**src/hdl/mcmp_pkg.sv**
```systemverilog
package mcmp_pkg;

  // Command nibbles of the channel messages that are parsed
  localparam logic [3:0] CMD_NOTE_OFF = 4'd8;
  localparam logic [3:0] CMD_NOTE_ON  = 4'd9;
  localparam logic [3:0] CMD_PRESSURE = 4'd10;
  localparam logic [3:0] CMD_CONTROL  = 4'd11;
  localparam logic [3:0] CMD_PROGRAM  = 4'd12;

  // Message kind codes on the result channel
  localparam logic [2:0] KIND_NOTE_OFF = 3'd0;
  localparam logic [2:0] KIND_NOTE_ON  = 3'd1;
  localparam logic [2:0] KIND_PRESSURE = 3'd2;
  localparam logic [2:0] KIND_CONTROL  = 3'd3;
  localparam logic [2:0] KIND_PROGRAM  = 3'd4;

endpackage

```
**src/hdl/midi_channel_message_parser.sv**
```systemverilog
// MIDI channel message parser with running status. Feed one received byte
// per item on the in_ channel; a byte with bit 7 set is a status byte and
// replaces the stored command and channel (this includes system and
// real-time bytes such as timing clock and active sensing, after which data
// bytes are dropped until the next channel status). Note off, note on, poly
// pressure and control change produce one result after two data bytes;
// program change produces one result per data byte, with the program number
// reported plus one and second_value zero. midi_channel is 1..16. Data bytes
// under any other command, or before any status byte, produce nothing.
// The parser state and the result register both update at the accepting
// edge, and a result appears on out_ in the cycle after the data byte that
// completes it. A new item is taken in every cycle unless a result sits in
// the output register while out_stall is high.
module midi_channel_message_parser
  import mcmp_pkg::*;
(
  input  logic       clk,
  input  logic       rst_n,
  // input item channel
  input  logic       in_valid,
  output logic       in_stall,
  input  logic [7:0] in_rx_byte,
  // result item channel
  output logic       out_valid,
  input  logic       out_stall,
  output logic [2:0] out_msg_kind,
  output logic [4:0] out_midi_channel,
  output logic [7:0] out_first_value,
  output logic [6:0] out_second_value
);

  // Parser state
  logic [3:0] status_r,  status_nxt;
  logic [3:0] chan_r,    chan_nxt;
  logic [6:0] first_r,   first_nxt;
  logic       held_r,    held_nxt;   // first data byte of a pair is held

  // Result register
  logic       res_valid_r, res_valid_nxt;
  logic [2:0] res_kind_r,  res_kind_nxt;
  logic [4:0] res_chan_r,  res_chan_nxt;
  logic [7:0] res_first_r, res_first_nxt;
  logic [6:0] res_second_r, res_second_nxt;

  logic accept;
  logic is_status;
  logic two_byte_cmd;
  logic program_cmd;
  logic emit;

  // Hold the input only while a result waits and the sink stalls it
  assign in_stall  = res_valid_r & out_stall;
  assign accept    = in_valid & ~in_stall;
  assign is_status = in_rx_byte[7];

  // Note off .. control change share the top bits 2'b10
  assign two_byte_cmd = (status_r >= CMD_NOTE_OFF) && (status_r <= CMD_CONTROL);
  assign program_cmd  = (status_r == CMD_PROGRAM);

  // A data byte completes a message on the second byte of a pair, or at once
  // under program change
  assign emit = accept & ~is_status & ((two_byte_cmd & held_r) | program_cmd);

  // Parser state update
  always_comb begin
    status_nxt = status_r;
    chan_nxt   = chan_r;
    first_nxt  = first_r;
    held_nxt   = held_r;
    if (accept) begin
      if (is_status) begin
        // Store command and channel, restart the data count
        status_nxt = in_rx_byte[7:4];
        chan_nxt   = in_rx_byte[3:0];
        held_nxt   = 1'b0;
      end else if (two_byte_cmd) begin
        if (!held_r) begin
          first_nxt = in_rx_byte[6:0];
          held_nxt  = 1'b1;
        end else begin
          held_nxt  = 1'b0;
        end
      end else if (program_cmd) begin
        first_nxt = in_rx_byte[6:0];
        held_nxt  = 1'b0;
      end else begin
        // Unknown command: drop the byte
        held_nxt = 1'b0;
      end
    end
  end

  // Result register update
  always_comb begin
    res_valid_nxt  = res_valid_r & out_stall;
    res_kind_nxt   = res_kind_r;
    res_chan_nxt   = res_chan_r;
    res_first_nxt  = res_first_r;
    res_second_nxt = res_second_r;
    if (emit) begin
      res_valid_nxt = 1'b1;
      res_chan_nxt  = {1'b0, chan_r} + 5'd1;
      if (program_cmd) begin
        res_kind_nxt   = KIND_PROGRAM;
        res_first_nxt  = {1'b0, in_rx_byte[6:0]} + 8'd1;
        res_second_nxt = 7'd0;
      end else begin
        // Kind is the command offset from note off
        res_kind_nxt   = {1'b0, status_r[1:0]};
        res_first_nxt  = {1'b0, first_r};
        res_second_nxt = in_rx_byte[6:0];
      end
    end
  end

  always_ff @(posedge clk) begin
    if (!rst_n) begin
      status_r    <= 4'd0;
      chan_r      <= 4'd0;
      held_r      <= 1'b0;
      res_valid_r <= 1'b0;
    end else begin
      status_r    <= status_nxt;
      chan_r      <= chan_nxt;
      held_r      <= held_nxt;
      res_valid_r <= res_valid_nxt;
    end
  end

  // Payload registers, no reset
  always_ff @(posedge clk) begin
    first_r      <= first_nxt;
    res_kind_r   <= res_kind_nxt;
    res_chan_r   <= res_chan_nxt;
    res_first_r  <= res_first_nxt;
    res_second_r <= res_second_nxt;
  end

  assign out_valid        = res_valid_r;
  assign out_msg_kind     = res_kind_r;
  assign out_midi_channel = res_chan_r;
  assign out_first_value  = res_first_r;
  assign out_second_value = res_second_r;

endmodule

```
**config.mk**
```make
export PLATFORM = sky130hd
export DESIGN_NAME = midi_channel_message_parser
export DESIGN_NICKNAME = d
export VERILOG_FILES = /design/src/hdl/mcmp_pkg.sv /design/src/hdl/midi_channel_message_parser.sv
export SDC_FILE = /design/constraint.sdc
export NUM_CORES = 1
export LEC_CHECK = 0
export ABC_AREA = 0
export BUFFER_PORTS_ARGS = -buffer_cell sky130_fd_sc_hd__buf_2
export CAP_MARGIN = 20
export CORE_MARGIN = 2
export CORE_UTILIZATION = 56
export CTS_CLUSTER_DIAMETER = 120
export DETAILED_ROUTE_END_ITERATION = 8
export PLACE_DENSITY = 0.88
export SETUP_SLACK_MARGIN = 0.02
export SLEW_MARGIN = 40
export SYNTH_ARGS = -nofsm -noshare
export SYNTH_HDL_FRONTEND = slang
export SYNTH_SLANG_ARGS = --single-unit
```
**constraint.sdc**
```tcl
create_clock -name clk -period 4.1 [get_ports clk]
set_clock_uncertainty 0.05 [all_clocks]
set_input_delay 0.205 -clock clk [delete_from_list [all_inputs] [get_ports clk]]
set_output_delay 0.205 -clock clk [all_outputs]
set_load 0.02 [all_outputs]
```
==> results of run 1 <==
==> per-layer routing <==
metal | vias to the layer above | track usage | wire, µm
met2 | 67 | 0.281 | 1280
met4 | 0 | 0.103 | 87
met3 | 9 | 0.0625 | 244
li1 | 549 | - | -
met1 | 490 | 0.241 | 1220
met5 | - | 0 | 0
==> cells in the final DEF, fill, tap and decap left out, types with 3 or more instances in the layout <==
| cell | instances |
|---|---|
| buf_2 | 36 |
| dfxtp_1 | 10 |
| clkbuf_4 | 5 |
| xor2_1 | 3 |
| nand2_1 | 14 |
| a21boi_0 | 8 |
| o21ai_0 | 12 |
| edfxtp_1 | 30 |
| nor2_1 | 3 |
| nand3_1 | 14 |
| and2_1 | 8 |
| inv_1 | 3 |
==> stage by stage <==
step	setup slack (ns)	utilization	power, W	std cells	area, µm²
after CTS	1.57	0.681	0.000670	200	1880
after global routing	1.63	0.683	0.000692	200	1880
after global placement	1.78	0.662	0.000493	192	1820
after floorplan	1.83	-	0.000478	132	1630
after detailed placement	1.59	0.663	0.000496	192	1830
final	1.81	0.683	0.000664	200	1880
==> registers in the layout (all words and copies together), names as in the netlist <==
name and flops:
chan_r 4, first_r 7, held_r 1, out_first_value 8, out_midi_channel 5, out_msg_kind 3, out_second_value 7, out_valid 1
status_r 4
==> area by class of cell <==
class / instances / area share
multi-input combinational: 82 / 0.267
timing repair buffer: 36 / 0.0957
clock buffer: 7 / 0.0239
sequential: 40 / 0.585
clock inverter: 1 / 0.00199
inverter: 3 / 0.00598
tap: 31 / 0.0206
==> logic make-up after synthesis <==
group                    Yosys count  synth area share
AND/OR/NAND/NOR                   48             0.149
flip-flops                        40             0.675
AO/OA/AOI/OAI                     26             0.104
buffers and inverters             10            0.0238
XOR/XNOR                           5            0.0269
adder cells (fa/ha/maj)            2            0.0153
multiplexers                       1           0.00614
==> Yosys cell counts, drive strengths merged <==
master   number
a21bo         1
a21boi        9
a21oi         1
a31oi         1
and2          8
and3          1
buf           1
clkbuf        6
dfxtp        10
edfxtp       30
ha            2
inv           3
mux2i         1
nand2        14
nand3        14
nand4bb       1
nor2          4
nor2b         1
nor3          2
nor3b         1
o211ai        1
o21ai        12
o41ai         1
or3           1
or4           1
xnor2         2
xor2          3
==> critical path: cells and delay by family (launching register included) <==
kind	cells	cell delay, ns
buf+inv	1	0.40
simple gates	3	1.05
flops	1	0.43
==> worst max path at each step <==
stage,depth (start not counted),from,slack (ns),endpoint
finish,4,status_r[3]$_SDFFE_PN0P_,1.81,first_r[3]$_DFFE_PP_
global route,4,status_r[1]$_SDFFE_PN0P_,1.63,first_r[3]$_DFFE_PP_
CTS,4,status_r[1]$_SDFFE_PN0P_,1.57,first_r[5]$_DFFE_PP_
detailed placement,4,status_r[1]$_SDFFE_PN0P_,1.59,first_r[5]$_DFFE_PP_
global placement,4,status_r[1]$_SDFFE_PN0P_,1.78,first_r[0]$_DFFE_PP_
floorplan,3,out_valid$_SDFF_PN0_,1.83,out_first_value[0]$_DFFE_PP_
==> power by group <==
part / internal (W) / leakage (nW) / total, W / switching (W)
Clock: 0.0000659 / 0.0269 / 0.000176 / 0.000110
Sequential: 0.000440 / 0.363 / 0.000444 / 0.00000465
Combinational: 0.0000166 / 0.337 / 0.0000431 / 0.0000265
Total: 0.000522 / 0.727 / 0.000664 / 0.000142
==> impl_metrics.toml, run 1 <==
[setup_path]
worst_setup_path_end_kind = "flip-flop"
r2r-start = "status_r[3]$_SDFFE_PN0P_"
path_max_fanout = 19
crit_arrival_ns = 2.21
crit-reg2reg-capture = "first_r[3]$_DFFE_PP_"
timing.critical_path.slowest_cell_delay_ns = 0.52
critPathSlowestCell = "nand4bb_1"
critical_path.cell_chain = "nand4bb_1 -> inv_1 -> nor2_1 -> nor3_2"
worst-endpoint-required_ns = 4.03
rr_worst_depth = 4
setup.worst_path.class = "reg2reg"
worstSetupStartpointType = "flip-flop"
reg2reg_setup_slack_ns = 1.81

[clock_tree]
clock_insertion_delay_worst_skew_ns = 0.33
hold_fix_buffers_cts = 0
cts_max_path_buffers = 2
cts_inserted_buffers = 5
htreeDepth = 2
clk_root_buffer_cell = "clkbuf_4"
cts_num_sinks = 40
worst_setup_hold_path_clk_slew_ns = 0.10
tritoncts = "built"
post_cts_setup_repair_bufs = 0
post_cts.resized_instances = 0

[sta]
maxSlewViolCount = 0
timing.final.setup_violations = 0
tightest_slew_ns = 0.619
hold_viol_final = 0
fin_crit_ns = 2.29
fin_worst_hold_slack_ns = 0.0773
fmax_mhz = 437
layout_worst_path_cycle_share = 0.558
setup-tns-final_ns = 0
rsz0062_at_grt = "false"
worst_slew_margin_rel = 0.587

[synth]
synthesis.area_um2 = 1630
yosys-top-cells-area = "edfxtp_1 55%, dfxtp_1 12%, nand3_1 4.3%, o21ai_0 3.7%, a21boi_0 3.7%"
synth-seq-cells = 40
mean_instance_size_in_the_synthesized_netlist_um2 = 12.4
ys_seq_area_frac = 0.675
synth_largest_area_cell = "edfxtp_1"
synth_top_area_share = 0.553
ys_types = 28
synthCells = 132
ys_warn_count = 0
postSynthNetCount = 146

[final_layout]
drive_gt1_frac = 0.266
multi_input_comb_area_um2 = 503
synthToLayoutAreaGrowth_pct = 15.5
antenna_cells = 0
fill_cells = 203
layout.nets = 182
sequential_cell_area_um2 = 1100

[placed_design]
globalplace.congestion = 0.959
dp_hpwl_mm = 2.04
buffer_ports.inserted = 36

[routing]
drcViolationCount = 0
detail-route-antenna-nets = 0
avgRoutedWirePerCell_um = 14.2
route.final.wire_length_mm = 2.83
drt_first_iter_violations = 33
detail_route.vias_per_cell = 5.58
drt_first_pass_iters = 4
dr_total_vias = 1115

[floorplanning]
coreArea_um2 = 2760
chipWidth_um = 58.0
ios = 37
initial_core_util = 0.591
std_cell_rows = 19
die_area_um2 = 3360
die_h_um = 58.0

[grt]
grt_max_degree = 24
gr-total-overflow = 0
grt_pass1_vias = 974
global_route_usage_sum = 0.187
antenna_violations_before_repair = 0
grt_pass1_wl_mm = 4.55

[min_path]
worst_hold_path.num_cells = 1
holdCritStartpoint = "in_rx_byte[5]"
min_delay_worst_type = "in2reg"
min_delay_worst_endpoint = "first_r[5]$_DFFE_PP_"

[power_and_ir_drop]
total_leakage_power_nw = 0.727
power.density_nw_per_um2 = 353
ir_worst_vdd_mv = 0.297

[status]
run_status = "complete, no violations"

[flow_run]
max_cap_viol_count = 0
(Power assumes the default switching activity.)
==> inputs of run 2 (changes only) <==
CORE_UTILIZATION = 52   (was 56)
PLACE_DENSITY = 0.83   (was 0.88)
clock period = 2.39 ns   (was 4.1 ns; I/O delays follow)
==> run 2 against run 1 <==
  * Setup slack lost 1.2 ns
  * Count of clock-buffer cells in the layout shrank 1
  * Critical path depth is the same
  * Combinational power grew 91%
  * Via count grew 3.1%
  * Highest routed layer unchanged
  * Clock power grew 140%
  * Total power grew 92%
  * Final cell count grew 11%
  * Die area grew 7.2%
  * Largest power group unchanged
==> impl_metrics.toml, run 2 (same netlist as run 1, synthesis figures left out) <==
[status]
run_status = "complete, no violations"

[final_layout]
antenna_cells = 0
fill_cells = 213
most_used_cells_in_the_layout_excluding_fill_and_tap_cells = "36 x buf_2, 30 x edfxtp_1, 14 x nand2_1, 14 x nand3_1, 12 x o21ai_0"
synthToLayoutAreaGrowth_pct = 22.6
layout.nets = 191
most_common_library_cell_in_the_layout_ignoring_fill_and_taps = "buf_2"
layoutNonFillerInstCount = 222
final_util = 0.660
drive_gt1_frac = 0.275
largest_register_ffs = 8

[sta]
worst_slew_margin_rel = 0.733
fmax_mhz = 577
fin_crit_ns = 1.73
fin_worst_hold_slack_ns = 0.00624
hold_viol_final = 0
tightest_slew_ns = 0.398
setup-tns-final_ns = 0
layout_worst_path_cycle_share = 0.726
maxSlewViolCount = 0
timing.final.setup_violations = 0
rsz0062_at_grt = "false"

[clock_tree]
clock_insertion_delay_worst_skew_ns = 0.36
worst_setup_hold_path_clk_slew_ns = 0.12
tritoncts = "built"
cts_max_path_buffers = 2
htreeDepth = 2
post_cts_setup_repair_bufs = 0
cts_inserted_buffers = 5
clk_root_buffer_cell = "clkbuf_4"
cts_num_sinks = 40

[routing]
drcViolationCount = 0
detail_route.vias_per_cell = 5.18
dr_total_vias = 1150
route.final.wire_length_mm = 3.02
drt_first_pass_iters = 4
avgRoutedWirePerCell_um = 13.6
detail-route-antenna-nets = 0
drt_first_iter_violations = 25

[floorplanning]
chipWidth_um = 60.0
die_area_um2 = 3600
coreArea_um2 = 3030
ios = 37
std_cell_rows = 20
die_h_um = 60.0
initial_core_util = 0.538

[setup_path]
worstSetupStartpointType = "flip-flop"
worst-endpoint-required_ns = 2.38
worst_setup_path_end_kind = "flip-flop"
setup.worst_path.class = "reg2reg"
crit_arrival_ns = 1.72
path_max_fanout = 21

[power_and_ir_drop]
total_leakage_power_nw = 0.781
power.density_nw_per_um2 = 637
ir_worst_vdd_mv = 0.446
power.total_w = 0.00127

[grt]
antenna_violations_before_repair = 0
gr-total-overflow = 0
global_route_usage_sum = 0.194
grt_max_degree = 22
grt_pass1_vias = 1104
grt_pass1_wl_mm = 4.91

[min_path]
min_delay_worst_type = "in2reg"

[placed_design]
buffer_ports.inserted = 36
dp_hpwl_mm = 2.10
placed_cells = 208
globalplace.congestion = 0.800

[flow_run]
max_cap_viol_count = 0
run 2: changes by cell type in the layout (fill, tap and decap cells not counted), sizes merged:
cell,delta
dlygate4sd3,+6
clkbuf,-1
bufinv,+1
buf,+3
run 2: what timing repair did:
action,4_1_cts,5_1_grt
endpoints found under the hold margin,6,0
resized for setup,0,0
hold buffers,6,0
run 2: report_power, final:
group | internal, W | switching, W | leakage, nW | total, W
combinational | 0.0000357 | 0.0000467 | 0.375 | 0.0000824
sequential | 0.000754 | 0.00000766 | 0.363 | 0.000762
clock | 0.000219 | 0.000211 | 0.0422 | 0.000430
run 2: area by class of cell:
cell class | instances | area [µm²] | share of cell area
Clock inverter | 2 | 35.0 | 0.0175
Inverter | 3 | 11.3 | 0.00563
Timing Repair Buffer | 45 | 263 | 0.131
Tap cell | 44 | 55.1 | 0.0275
Clock buffer | 6 | 41.3 | 0.0207
Sequential cell | 40 | 1100 | 0.551
Multi-Input combinational cell | 82 | 493 | 0.247
run 2: metrics by stage:
stage	cell area [µm²]	setup slack (ns)
finish	2000	0.656
global route	2000	0.499
CTS	2000	0.663
detailed placement	1860	0.678
global placement	1860	0.770
floorplan	1630	0.123
run 2: layer usage:
layer	GRT usage	wire length, µm	vias to the layer above
li1	-	-	571
met1	0.232	1310	531
met2	0.304	1440	43
met3	0.0606	216	5
met4	0.121	53	0
met5	0	0	-
run 2: worst paths after layout:
kind	from	to	slack, ns	depth (start not counted)
worst min register to register	status_r[0]$_SDFFE_PN0P_	out_msg_kind[0]$_SDFFCE_PN0P_	0.44	0
worst max-delay path	out_valid$_SDFF_PN0_	out_second_value[6]$_SDFFCE_PN0P_	0.66	4
worst max register to register	out_valid$_SDFF_PN0_	out_second_value[6]$_SDFFCE_PN0P_	0.66	4
worst min-delay path	in_rx_byte[2]	first_r[2]$_DFFE_PP_	0.006	1
run 2: critical path: stages (launching register included):
cell and delay [ns]:
dfxtp_1 0.36, a21boi_2 0.36, nand3_1 0.15, nor2_2 0.17, buf_4 0.31
